## src/design/pal_pkg.sv

```systemverilog
// Shared types and constants for the positional array list.
package pal_pkg;

   localparam int unsigned DEF_CAPACITY   = 16;
   localparam int unsigned DEF_DATA_WIDTH = 32;

   localparam int unsigned OP_W     = 3;
   localparam int unsigned POS_W    = 4;
   localparam int unsigned ITEM_W   = 32;
   localparam int unsigned STATUS_W = 2;
   localparam int unsigned COUNT_W  = 5;

   typedef enum logic [OP_W-1:0] {
      OP_INSERT   = 3'd0,
      OP_DELETE   = 3'd1,
      OP_RETRIEVE = 3'd2,
      OP_LOCATE   = 3'd3,
      OP_PRINT    = 3'd4,
      OP_CLEAR    = 3'd5
   } op_type;

   typedef enum logic [STATUS_W-1:0] {
      ST_OK        = 2'd0,
      ST_REJECTED  = 2'd1,
      ST_EMPTY     = 2'd2,
      ST_NOT_FOUND = 2'd3
   } status_type;

   typedef enum logic [1:0] {
      S_IDLE,
      S_EXEC,
      S_SCAN,
      S_FLUSH
   } state_type;

   // broadcast to every cell of the chain
   typedef struct packed {
      logic             ins;
      logic             del;
      logic [POS_W-1:0] pos;
   } cell_ctrl_type;

endpackage

```

## src/design/pal_cell.sv

```systemverilog
// One list cell: holds an entry and shifts with its neighbors on insert or delete.
module pal_cell #(
   parameter int unsigned DATA_WIDTH = pal_pkg::DEF_DATA_WIDTH,
   parameter int unsigned INDEX      = 0
) (
   input  logic                    clock,
   input  pal_pkg::cell_ctrl_type  ctrl,
   input  logic [DATA_WIDTH-1:0]   new_value,
   input  logic [DATA_WIDTH-1:0]   lower_value,
   input  logic [DATA_WIDTH-1:0]   upper_value,
   output logic [DATA_WIDTH-1:0]   value
);
   import pal_pkg::*;

   logic [DATA_WIDTH-1:0] value_ff;
   logic [DATA_WIDTH-1:0] value_in;
   logic                  above;
   logic                  at_pos;

   assign above  = INDEX > int'(unsigned'(ctrl.pos));
   assign at_pos = INDEX == int'(unsigned'(ctrl.pos));

   always_comb begin
      value_in = value_ff;
      if (ctrl.ins) begin
         if (above) value_in = lower_value;
         else if (at_pos) value_in = new_value;
      end else if (ctrl.del) begin
         if (above || at_pos) value_in = upper_value;
      end
   end

   always_ff @(posedge clock) begin
      value_ff <= value_in;
   end

   assign value = value_ff;

endmodule

```

## src/design/pal_chain.sv

```systemverilog
// Row of list cells with a single read port selected by index.
module pal_chain #(
   parameter int unsigned CAPACITY   = pal_pkg::DEF_CAPACITY,
   parameter int unsigned DATA_WIDTH = pal_pkg::DEF_DATA_WIDTH,
   parameter int unsigned IDX_W      = $clog2(CAPACITY)
) (
   input  logic                    clock,
   input  pal_pkg::cell_ctrl_type  ctrl,
   input  logic [DATA_WIDTH-1:0]   new_value,
   input  logic [IDX_W-1:0]        rd_addr,
   output logic [DATA_WIDTH-1:0]   rd_data
);
   import pal_pkg::*;

   logic [DATA_WIDTH-1:0] cell_value [CAPACITY];

   for (genvar i = 0; i < CAPACITY; i++) begin : g_cell
      logic [DATA_WIDTH-1:0] lower;
      logic [DATA_WIDTH-1:0] upper;

      if (i == 0) begin : g_first
         assign lower = cell_value[0];
      end else begin : g_mid_lo
         assign lower = cell_value[i-1];
      end
      // the top cell keeps its value when the list shifts down
      if (i == CAPACITY - 1) begin : g_last
         assign upper = cell_value[i];
      end else begin : g_mid_hi
         assign upper = cell_value[i+1];
      end

      pal_cell #(
         .DATA_WIDTH (DATA_WIDTH),
         .INDEX      (i)
      ) u_cell (
         .clock       (clock),
         .ctrl        (ctrl),
         .new_value   (new_value),
         .lower_value (lower),
         .upper_value (upper),
         .value       (cell_value[i])
      );
   end

   assign rd_data = cell_value[rd_addr];

endmodule

```

## src/design/positional_array_list.sv

```systemverilog
// A single-result request is executed in S_EXEC; its result is then registered.
// A new request is accepted only while the controller is idle, not while busy.
// Locate and print scan one cell per cycle: one result per match (print matches every entry), or one not-found result.
// Reset: synchronous; empties the list and idles the controller; cell contents stay undefined.
// Results are registered and shown for exactly one cycle on rsp_strobe.
module positional_array_list #(
   parameter int unsigned CAPACITY   = pal_pkg::DEF_CAPACITY,
   parameter int unsigned DATA_WIDTH = pal_pkg::DEF_DATA_WIDTH
) (
   input  logic                                 clock,
   input  logic                                 reset,
   input  logic                                 start,
   output logic                                 busy,
   input  logic [pal_pkg::OP_W-1:0]             req_operation,
   input  logic [pal_pkg::POS_W-1:0]            req_position,
   input  logic signed [pal_pkg::ITEM_W-1:0]    req_item_value,
   output logic                                 rsp_strobe,
   output logic [pal_pkg::STATUS_W-1:0]         rsp_status,
   output logic [pal_pkg::POS_W-1:0]            rsp_found_position,
   output logic signed [pal_pkg::ITEM_W-1:0]    rsp_entry_value,
   output logic [pal_pkg::COUNT_W-1:0]          rsp_entry_count,
   output logic                                 rsp_last_of_run
);
   import pal_pkg::*;

   localparam int unsigned IDX_W = $clog2(CAPACITY);
   localparam int unsigned CNT_W = $clog2(CAPACITY + 1);
   localparam int unsigned CMP_W = (CNT_W > POS_W) ? CNT_W : POS_W;

   state_type                     state_ff, state_in;
   op_type                        op_ff;
   logic [POS_W-1:0]              pos_ff;
   logic signed [DATA_WIDTH-1:0]  val_ff;
   logic [CNT_W-1:0]              count_ff, count_in;
   logic [IDX_W-1:0]              scan_idx_ff, scan_idx_in;
   logic                          pend_valid_ff, pend_valid_in;
   logic [IDX_W-1:0]              pend_pos_ff, pend_pos_in;
   logic signed [DATA_WIDTH-1:0]  pend_val_ff, pend_val_in;

   logic                          rsp_strobe_ff, rsp_strobe_in;
   status_type                    rsp_status_ff, rsp_status_in;
   logic [POS_W-1:0]              rsp_pos_ff, rsp_pos_in;
   logic signed [DATA_WIDTH-1:0]  rsp_val_ff, rsp_val_in;
   logic [COUNT_W-1:0]            rsp_count_ff;
   logic                          rsp_last_ff, rsp_last_in;

   cell_ctrl_type                 ctrl;
   logic [IDX_W-1:0]              rd_addr;
   logic signed [DATA_WIDTH-1:0]  rd_data;

   logic                          accept;
   logic                          empty;
   logic                          full;
   logic                          pos_beyond;
   logic                          pos_outside;
   logic                          scan_end;
   logic                          hit;

   assign accept      = start && (state_ff == S_IDLE);
   assign empty       = count_ff == '0;
   assign full        = count_ff == CNT_W'(CAPACITY);
   assign pos_beyond  = CMP_W'(pos_ff) > CMP_W'(count_ff);
   assign pos_outside = CMP_W'(pos_ff) >= CMP_W'(count_ff);
   assign scan_end    = CNT_W'(scan_idx_ff) == (count_ff - CNT_W'(1));
   assign hit         = (op_ff == OP_PRINT) || (rd_data == val_ff);

   pal_chain #(
      .CAPACITY   (CAPACITY),
      .DATA_WIDTH (DATA_WIDTH),
      .IDX_W      (IDX_W)
   ) u_chain (
      .clock     (clock),
      .ctrl      (ctrl),
      .new_value (val_ff),
      .rd_addr   (rd_addr),
      .rd_data   (rd_data)
   );

   always_comb begin
      state_in      = state_ff;
      count_in      = count_ff;
      scan_idx_in   = scan_idx_ff;
      pend_valid_in = pend_valid_ff;
      pend_pos_in   = pend_pos_ff;
      pend_val_in   = pend_val_ff;
      rsp_strobe_in = 1'b0;
      rsp_status_in = ST_OK;
      rsp_pos_in    = '0;
      rsp_val_in    = '0;
      rsp_last_in   = 1'b1;
      ctrl.ins      = 1'b0;
      ctrl.del      = 1'b0;
      ctrl.pos      = pos_ff;
      rd_addr       = IDX_W'(pos_ff);

      unique case (state_ff)
         S_IDLE: begin
            if (accept) state_in = S_EXEC;
         end
         S_EXEC: begin
            rsp_strobe_in = 1'b1;
            rsp_pos_in    = pos_ff;
            state_in      = S_IDLE;
            unique case (op_ff)
               OP_INSERT: begin
                  rsp_val_in = val_ff;
                  if (full || pos_beyond) begin
                     rsp_status_in = ST_REJECTED;
                  end else begin
                     ctrl.ins = 1'b1;
                     count_in = count_ff + CNT_W'(1);
                  end
               end
               OP_DELETE, OP_RETRIEVE: begin
                  if (empty) begin
                     rsp_status_in = ST_EMPTY;
                  end else if (pos_outside) begin
                     rsp_status_in = ST_REJECTED;
                  end else begin
                     rsp_val_in = rd_data;
                     if (op_ff == OP_DELETE) begin
                        ctrl.del = 1'b1;
                        count_in = count_ff - CNT_W'(1);
                     end
                  end
               end
               OP_LOCATE, OP_PRINT: begin
                  rsp_pos_in = '0;
                  if (empty) begin
                     rsp_status_in = ST_EMPTY;
                  end else begin
                     rsp_strobe_in = 1'b0;
                     scan_idx_in   = '0;
                     pend_valid_in = 1'b0;
                     state_in      = S_SCAN;
                  end
               end
               OP_CLEAR: begin
                  rsp_pos_in = '0;
                  count_in   = '0;
               end
               default: begin
                  rsp_pos_in    = '0;
                  rsp_status_in = ST_REJECTED;
               end
            endcase
         end
         S_SCAN: begin
            // a match is held back until the next match or the flush so the final one can carry last_of_run
            rd_addr = scan_idx_ff;
            if (hit) begin
               rsp_strobe_in = pend_valid_ff;
               rsp_pos_in    = POS_W'(pend_pos_ff);
               rsp_val_in    = pend_val_ff;
               rsp_last_in   = 1'b0;
               pend_valid_in = 1'b1;
               pend_pos_in   = scan_idx_ff;
               pend_val_in   = rd_data;
            end
            if (scan_end) state_in = S_FLUSH;
            else scan_idx_in = scan_idx_ff + IDX_W'(1);
         end
         S_FLUSH: begin
            rsp_strobe_in = 1'b1;
            state_in      = S_IDLE;
            if (pend_valid_ff) begin
               rsp_pos_in = POS_W'(pend_pos_ff);
               rsp_val_in = pend_val_ff;
            end else begin
               rsp_status_in = ST_NOT_FOUND;
            end
         end
         default: state_in = S_IDLE;
      endcase
   end

   always_ff @(posedge clock) begin
      if (reset) begin
         state_ff      <= S_IDLE;
         count_ff      <= '0;
         pend_valid_ff <= 1'b0;
         rsp_strobe_ff <= 1'b0;
      end else begin
         state_ff      <= state_in;
         count_ff      <= count_in;
         pend_valid_ff <= pend_valid_in;
         rsp_strobe_ff <= rsp_strobe_in;
      end
   end

   always_ff @(posedge clock) begin
      if (accept) begin
         op_ff  <= op_type'(req_operation);
         pos_ff <= req_position;
         val_ff <= DATA_WIDTH'(req_item_value);
      end
      scan_idx_ff   <= scan_idx_in;
      pend_pos_ff   <= pend_pos_in;
      pend_val_ff   <= pend_val_in;
      rsp_status_ff <= rsp_status_in;
      rsp_pos_ff    <= rsp_pos_in;
      rsp_val_ff    <= rsp_val_in;
      rsp_count_ff  <= COUNT_W'(count_in);
      rsp_last_ff   <= rsp_last_in;
   end

   assign busy               = state_ff != S_IDLE;
   assign rsp_strobe         = rsp_strobe_ff;
   assign rsp_status         = rsp_status_ff;
   assign rsp_found_position = rsp_pos_ff;
   assign rsp_entry_value    = ITEM_W'(rsp_val_ff);
   assign rsp_entry_count    = rsp_count_ff;
   assign rsp_last_of_run    = rsp_last_ff;

   a_count_bound: assert property (@(posedge clock) disable iff (reset)
      count_ff <= CNT_W'(CAPACITY))
      else $error("fill count above capacity");

   a_exec_emits: assert property (@(posedge clock) disable iff (reset)
      (state_ff == S_EXEC && !(op_ff == OP_LOCATE || op_ff == OP_PRINT)) |=> rsp_strobe_ff)
      else $error("single-result request gave no result");

   a_scan_not_last: assert property (@(posedge clock) disable iff (reset)
      (state_ff == S_SCAN) |=> (!rsp_strobe_ff || !rsp_last_ff))
      else $error("last_of_run set before scan finished");

   a_reject_keeps_count: assert property (@(posedge clock) disable iff (reset)
      (state_ff == S_EXEC && op_ff == OP_INSERT && !ctrl.ins) |=> $stable(count_ff))
      else $error("rejected insert changed fill count");

endmodule

```

## config.mk

```make
export PLATFORM = sky130hd
export DESIGN_NAME = positional_array_list
export DESIGN_NICKNAME = d
export VERILOG_FILES = /design/src/design/pal_pkg.sv /design/src/design/pal_cell.sv /design/src/design/pal_chain.sv /design/src/design/positional_array_list.sv
export SDC_FILE = /design/constraint.sdc
export NUM_CORES = 1
export LEC_CHECK = 0
export BUFFER_PORTS_ARGS = -buffer_cell sky130_fd_sc_hd__clkbuf_2
export CORE_AREA = 2 2 310 312
export DETAILED_ROUTE_END_ITERATION = 12
export DIE_AREA = 0 0 312 314
export GPL_ROUTABILITY_DRIVEN = 0
export PLACE_DENSITY = 0.56
export SETUP_SLACK_MARGIN = 0.4
export SKIP_CTS_REPAIR_TIMING = 1
export SYNTH_ARGS = -nofsm -noshare
export SYNTH_HDL_FRONTEND = slang
export SYNTH_HIERARCHICAL = 1
export SYNTH_SLANG_ARGS = --single-unit
```

## constraint.sdc

```tcl
create_clock -name clock -period 10.75 [get_ports clock]
set_input_delay 2.15 -clock clock [delete_from_list [all_inputs] [get_ports clock]]
set_output_delay 2.15 -clock clock [all_outputs]
set_load 0.05 [all_outputs]
```

# Yosys cells after proc, flatten, opt, wreduce, memory -nomap -nowiden
# Index checks and enable logic that the tools add are counted.
[totals] reg_bits=644 output_inout_bits=46 elab_cells=289
[classes] n_addsub=3 magnitude_cmp=18 n_eq_ne=46 n_mux=128 bitwise_logic=1 n_reduce_logical=62
[ops] cell="$mux W32" count=82
[ops] cell="$bmux W32 S4" count=1
[ops] cell="$pmux W32 S3" count=1
[ops] cell="$pmux W32 S2" count=1
[ops] cell="$ne A3 B1 Y1 const B" count=14
[ops] cell="$reduce_and A3 Y1" count=14
[ops] cell="$reduce_bool A2 Y1" count=18
[ops] cell="$eq A32 B32 Y1" count=1
[ops] cell="$eq A4 B4 Y1 const A" count=8
[ops] cell="$gt A4 B4 Y1 const A" count=8
[ops] cell="$mux W4" count=7
[ops] cell="$mux W5" count=5
[ops] cell="$eq A3 B4 Y1 const A" count=4
[ops] cell="$gt A3 B4 Y1 const A" count=4
[ops] cell="$logic_or A1 B1 Y1" count=16
[ops] cell="$mux W2" count=8
[ops] cell="$pmux W2 S4" count=2
[ops] cell="$mux W1" count=15
[ops] cell="$pmux W5 S3" count=1
[ops] cell="$ne A2 B2 Y1 const B" count=6
[ops] cell="$pmux W4 S3" count=1
[ops] cell="$eq A2 B4 Y1 const A" count=2
[ops] cell="$gt A2 B4 Y1 const A" count=2
[ops] cell="$pmux W4 S2" count=1
[ops] cell="28 further kinds" count=36

# Logic depth before layout (Yosys ltp)
[depth] ltp_word=10 mapped_depth=17 mapped_depth_nobuf=12

# Hierarchy
# Netlist, hierarchy kept.
[by_module_without_submodules] module="positional_array_list" instances=1 cells_each=412 area_per_inst_um2=5442.7 seq_area_each_um2=3433.3
[by_module_without_submodules] module="pal_chain" instances=1 cells_each=271 area_per_inst_um2=3728.6 seq_area_each_um2=0.0
[by_module_without_submodules] module="pal_cell (u_chain.g_cell[13].u_cell ...)" instances=2 cells_each=141 area_per_inst_um2=1664.1 seq_area_each_um2=960.9
[by_module_without_submodules] module="pal_cell (u_chain.g_cell[10].u_cell)" instances=1 cells_each=190 area_per_inst_um2=2147.1 seq_area_each_um2=960.9
[by_module_without_submodules] module="pal_cell (u_chain.g_cell[12].u_cell)" instances=1 cells_each=183 area_per_inst_um2=1933.1 seq_area_each_um2=960.9
[by_module_without_submodules] module="pal_cell (u_chain.g_cell[2].u_cell)" instances=1 cells_each=187 area_per_inst_um2=1909.3 seq_area_each_um2=960.9
[by_module_without_submodules] module="pal_cell (u_chain.g_cell[4].u_cell)" instances=1 cells_each=184 area_per_inst_um2=1864.3 seq_area_each_um2=960.9
[by_module_without_submodules] module="pal_cell (u_chain.g_cell[6].u_cell)" instances=1 cells_each=177 area_per_inst_um2=1689.1 seq_area_each_um2=960.9
[by_module_without_submodules] module="pal_cell (u_chain.g_cell[8].u_cell)" instances=1 cells_each=142 area_per_inst_um2=1681.6 seq_area_each_um2=960.9
[by_module_without_submodules] module="pal_cell (u_chain.g_cell[3].u_cell)" instances=1 cells_each=141 area_per_inst_um2=1661.6 seq_area_each_um2=960.9
[by_module_without_submodules] module="pal_cell (u_chain.g_cell[7].u_cell)" instances=1 cells_each=177 area_per_inst_um2=1654.1 seq_area_each_um2=960.9
[by_module_without_submodules] module="pal_cell (u_chain.g_cell[15].u_cell)" instances=1 cells_each=140 area_per_inst_um2=1652.8 seq_area_each_um2=960.9
[by_module_without_submodules] module="pal_cell (u_chain.g_cell[14].u_cell)" instances=1 cells_each=178 area_per_inst_um2=1644.1 seq_area_each_um2=960.9
[by_module_without_submodules] module="pal_cell (u_chain.g_cell[9].u_cell)" instances=1 cells_each=177 area_per_inst_um2=1641.6 seq_area_each_um2=960.9
[by_module_without_submodules] module="3 more rows"

# Least setup slack after synthesis
# Ideal clock, no wire load.
[synth_path] path_type="flip-flop to flip-flop" start="register pos_ff[3]" end="register u_chain.g_cell[2].u_cell.value_ff[0] (enable)" arrival_ns=9.842 t_required_ns=10.155 slack_ns=0.313 path_stages_with_launch=9 n_path_buf=2 period_less_slack_ns=10.437 path_cell_list="edfxtp_1 ha_1 a211oi_1 a21oi_1 nor3_1 buf_2 buf_2 nor2_1 a2111oi_0"
[synth_lines] item="start: declaration" line="positional_array_list.sv:32" source="logic [POS_W-1:0] pos_ff;"
[synth_lines] item="start signal: assignment" line="positional_array_list.sv:194" source="pos_ff <= req_position;"
[synth_lines] item="end signal: assignment" line="pal_cell.sv:34" source="value_ff <= value_in;"
[synth_lines] item="end: declaration" line="pal_cell.sv:15" source="logic [DATA_WIDTH-1:0] value_ff;"

==> metrics.txt <==
sequential cell area in the final layout=18800 µm²; multi-input gate area in the final layout=16000 µm²; Core Box Area=94400 µm²; reg2reg end=pend_val_ff[27]; Final Util=42.7%; count of endpoints failing hold in the final timing report=0; port buffer count=87; minimum clock period=6.78 ns; final routed wire length divided by cell count=29.6 µm; number of core rows=113; element type at the critical path start=register; cell area after layout=40300 µm²; number of cells produced by synthesis=3135; final-report setup violation count=0; Power per Cell Area=148 nW/µm²; # nets final=3142; number of global-route vias before repair=26200; largest cells by area after synthesis=sky130_fd_sc_hd__edfxtp_1, sky130_fd_sc_hd__mux4_2, sky130_fd_sc_hd__mux2i_1; die width=312 µm; cells on worst reg2reg path=12; Critical Path AT=7.01 ns; cell type with the largest total area after synthesis=sky130_fd_sc_hd__edfxtp_1; number of vias per cell after detailed routing=6.35; type of the most critical hold path=register to register; leading post-synthesis cells by instance count=sky130_fd_sc_hd__edfxtp_1, sky130_fd_sc_hd__nor2_1, sky130_fd_sc_hd__nand2_1; kind of end point of the critical path=register; Synth Register Bits=644; Worst Setup Slack, final=3.97 ns; end point of the worst hold path=rsp_entry_value[19]; maximum clock frequency=147 MHz; Mapped Nets=3184; dominant cell type by count on the critical path=sky130_fd_sc_hd__nand2_1; initial antenna violation count=1; overall via count from detail_route=28100; worst-case register-to-register setup slack=3.97 ns; CP bufs+invs=2; total DRC errors in the routed layout=0; Worst Tran Pin Value=1.21 ns; mapped cell area=36700 µm²; area overhead of the layout relative to synthesis=9.85%; TritonCTS Sinks=644; leakage power=14.3 nW; Worst path max stage delay=0.89 ns; Clk Tree Root Cell=sky130_fd_sc_hd__clkbuf_16; Sum Neg Setup Slack=0 ns; clock transition at the registers of the reported paths=0.06 ns; hold path startpoint=pend_val_ff[19]; global-route usage over all layers=26.0%; most common cell in the netlist=sky130_fd_sc_hd__edfxtp_1; Slowest-stage cell, CP=sky130_fd_sc_hd__mux2_8; biggest fanout along the worst timing path=57; Post-synth EDFFs=591; count of synthesis-stage warnings from yosys=6; setup repair after global routing missed its margin=false; Clock Path Buffers=3; residual antenna-violating net count after detailed routing=0; number of levels the H-tree was split into=3; hold path depth=1; Inserted Clock Buffers=76; ordered list of cells on the worst path=nand2_1, mux2_8, buf_4, mux4_2, a22oi_1, nand2_1, xor2_1, nor4_1, nand4_1, o21a_1, or2_2, inv_2; top_reg_cell synth=sky130_fd_sc_hd__edfxtp_1; length of the first detailed-routing pass in iterations=6; Final Slew Violations=0; sequential share of the synthesized area=51.2%; DP Cell Count=4280; Post-synth ARST share=0%; number of violations of the max-capacitance limit=0; Max VDD drop=113 µV; maximum number of pins on one net before global-route repair=222; dpl ws=4.10 ns; DIE AREA=98000 µm²; initial standard-cell utilization of the core=38.9%; antenna fix cells=0; post-detailed-placement cell area=37800 µm²; post-DP HPWL=72300 µm; number of fill cells in the layout=8953; outcome=completed; fraction of final layout cells sized beyond drive strength 1=18.0%; average footprint of a synthesized cell=11.7 µm²; Slew headroom=18.9%; area share of the leading cell type in the synthesized netlist=48.3%; clock tree from TritonCTS=built; die boundary height=314 µm; first-pass GRT wire length=188000 µm; global route total overflow=0; ratio of final minimum period to clock period=63.1%; drt first-iter violations=3812; insertion delay to the later sink of the worst-skew pair=0.65 ns; path type of the worst setup path=register to register; number of top-level design ports=88; post-route clock skew=0.0388 ns; Post-Route WL=131000 µm; kind of cell with the highest combined delay on the critical path=simple AND/OR/NAND/NOR gates; unique cell type count in the Yosys netlist=82; count of placed standard cells in the final layout, fillers left out=4420; Critical Path RT=10.98 ns
## placed cells by master, fill, tap and decap left out, types with 8 or more instances in the layout
master	netlist	routed
sky130_fd_sc_hd__o221ai_2	31	31
sky130_fd_sc_hd__mux2_4	29	29
sky130_fd_sc_hd__mux4_2	128	128
sky130_fd_sc_hd__nand2_1	356	356
sky130_fd_sc_hd__o221ai_1	34	34
sky130_fd_sc_hd__a21bo_1	27	27
sky130_fd_sc_hd__inv_1	75	74
sky130_fd_sc_hd__nor2b_1	51	48
sky130_fd_sc_hd__clkbuf_2	0	87
sky130_fd_sc_hd__clkbuf_8	0	14
sky130_fd_sc_hd__clkinv_2	0	12
sky130_fd_sc_hd__nor2_1	379	376
sky130_fd_sc_hd__buf_4	28	75
sky130_fd_sc_hd__o2111ai_1	32	32
sky130_fd_sc_hd__edfxtp_1	591	591
sky130_fd_sc_hd__o311ai_0	27	27
sky130_fd_sc_hd__nand3_1	43	42
sky130_fd_sc_hd__and3_1	37	35
sky130_fd_sc_hd__a21oi_1	174	169
sky130_fd_sc_hd__o21ai_0	28	28
sky130_fd_sc_hd__clkbuf_1	93	17
sky130_fd_sc_hd__a221o_1	74	74
sky130_fd_sc_hd__xor2_1	33	33
sky130_fd_sc_hd__and2b_1	17	17
sky130_fd_sc_hd__or3b_1	33	33
sky130_fd_sc_hd__o21ai_1	11	11
sky130_fd_sc_hd__a22oi_1	64	64
sky130_fd_sc_hd__clkbuf_16	0	78
sky130_fd_sc_hd__mux2i_1	162	162
sky130_fd_sc_hd__dfxtp_1	53	53
sky130_fd_sc_hd__a221o_2	21	21
sky130_fd_sc_hd__nor4_1	13	12
sky130_fd_sc_hd__nand2_2	8	8
sky130_fd_sc_hd__a31oi_1	197	196
## kinds of logic after synthesis
family	after synthesis	share of synthesized area, %
AOI/OAI and AO/OA	778	16.0
DFF	644	51.2
buffers and inverters	363	5.93
xor gates and xnor gates	40	0.954
adders and majority gates	7	0.238
and+or+nand+nor	975	11.9
muxes	328	13.7
## metrics by stage
| stage | hold WS, ns | total power [mW] |
|---|---|---|
| 6_report | 0.458 | 5.97 |
| 5_1_grt | 0.476 | 6.12 |
| 4_1_cts | 0.459 | 6.00 |
| 3_5_place_dp | 0.450 | 3.30 |
| 3_3_place_gp | 0.449 | 3.30 |
| 2_1_floorplan | 0.424 | 3.14 |
## sequential cells by signal, summed over array words and instances, names as in the netlist, 2 cells and up, named ones only
name,flops
rsp_entry_count,5
rsp_found_position,4
pend_val_ff,32
pend_pos_ff,4
val_ff,32
scan_idx_ff,4
op_ff,3
pos_ff,4
rsp_entry_value,32
count_ff,5
rsp_status,2
u_chain/g_cell.u_cell/value,512
## worst register-to-register path: cells and delay by family (launching register included)
family | cells | cell delay (ns)
AO/OA/AOI/OAI | 2 | 0.52
AND/OR/NAND/NOR | 5 | 2.21
multiplexers | 2 | 1.48
buffers and inverters | 2 | 1.41
XOR/XNOR | 1 | 0.21
flip-flops | 1 | 0.56
## power breakdown
group / total (mW) / switching, mW / internal [mW]
Combinational: 0.494 / 0.340 / 0.154
Clock: 2.72 / 1.11 / 1.60
Sequential: 2.76 / 0.0382 / 2.73
## how the worst max path moves through the flow
| stage | slack [ns] | cells after the start | from | end |
|---|---|---|---|---|
| after floorplan | 1.89 | 8 | pos_ff[3] | u_chain/g_cell[2].u_cell/value[0] |
| after global placement | 4.15 | 12 | register | pend_val_ff[19] |
| after detailed placement | 4.10 | 12 | register | pend_val_ff[21] |
| after CTS | 4.08 | 12 | register | pend_val_ff[27] |
| after global routing | 3.65 | 12 | register | pend_val_ff[27] |
| final | 3.97 | 12 | register | pend_val_ff[27] |
## layout make-up
class,instances,share of cell area (%)
clock inverters,31,0.890
multi-input cells,2128,39.6
flip-flops and latches,644,46.6
repair buffers,168,2.77
well taps,1265,3.92
clock buffers,109,5.47
inverters,75,0.698
## routing by layer
layer | global-route usage [%] | share of wire, %
met2 | 40.5 | 45
met4 | 7.95 | 2.9
met5 | 0 | 0
met1 | 37.1 | 42
met3 | 4.37 | 9.8
(Power assumes the default switching activity.)
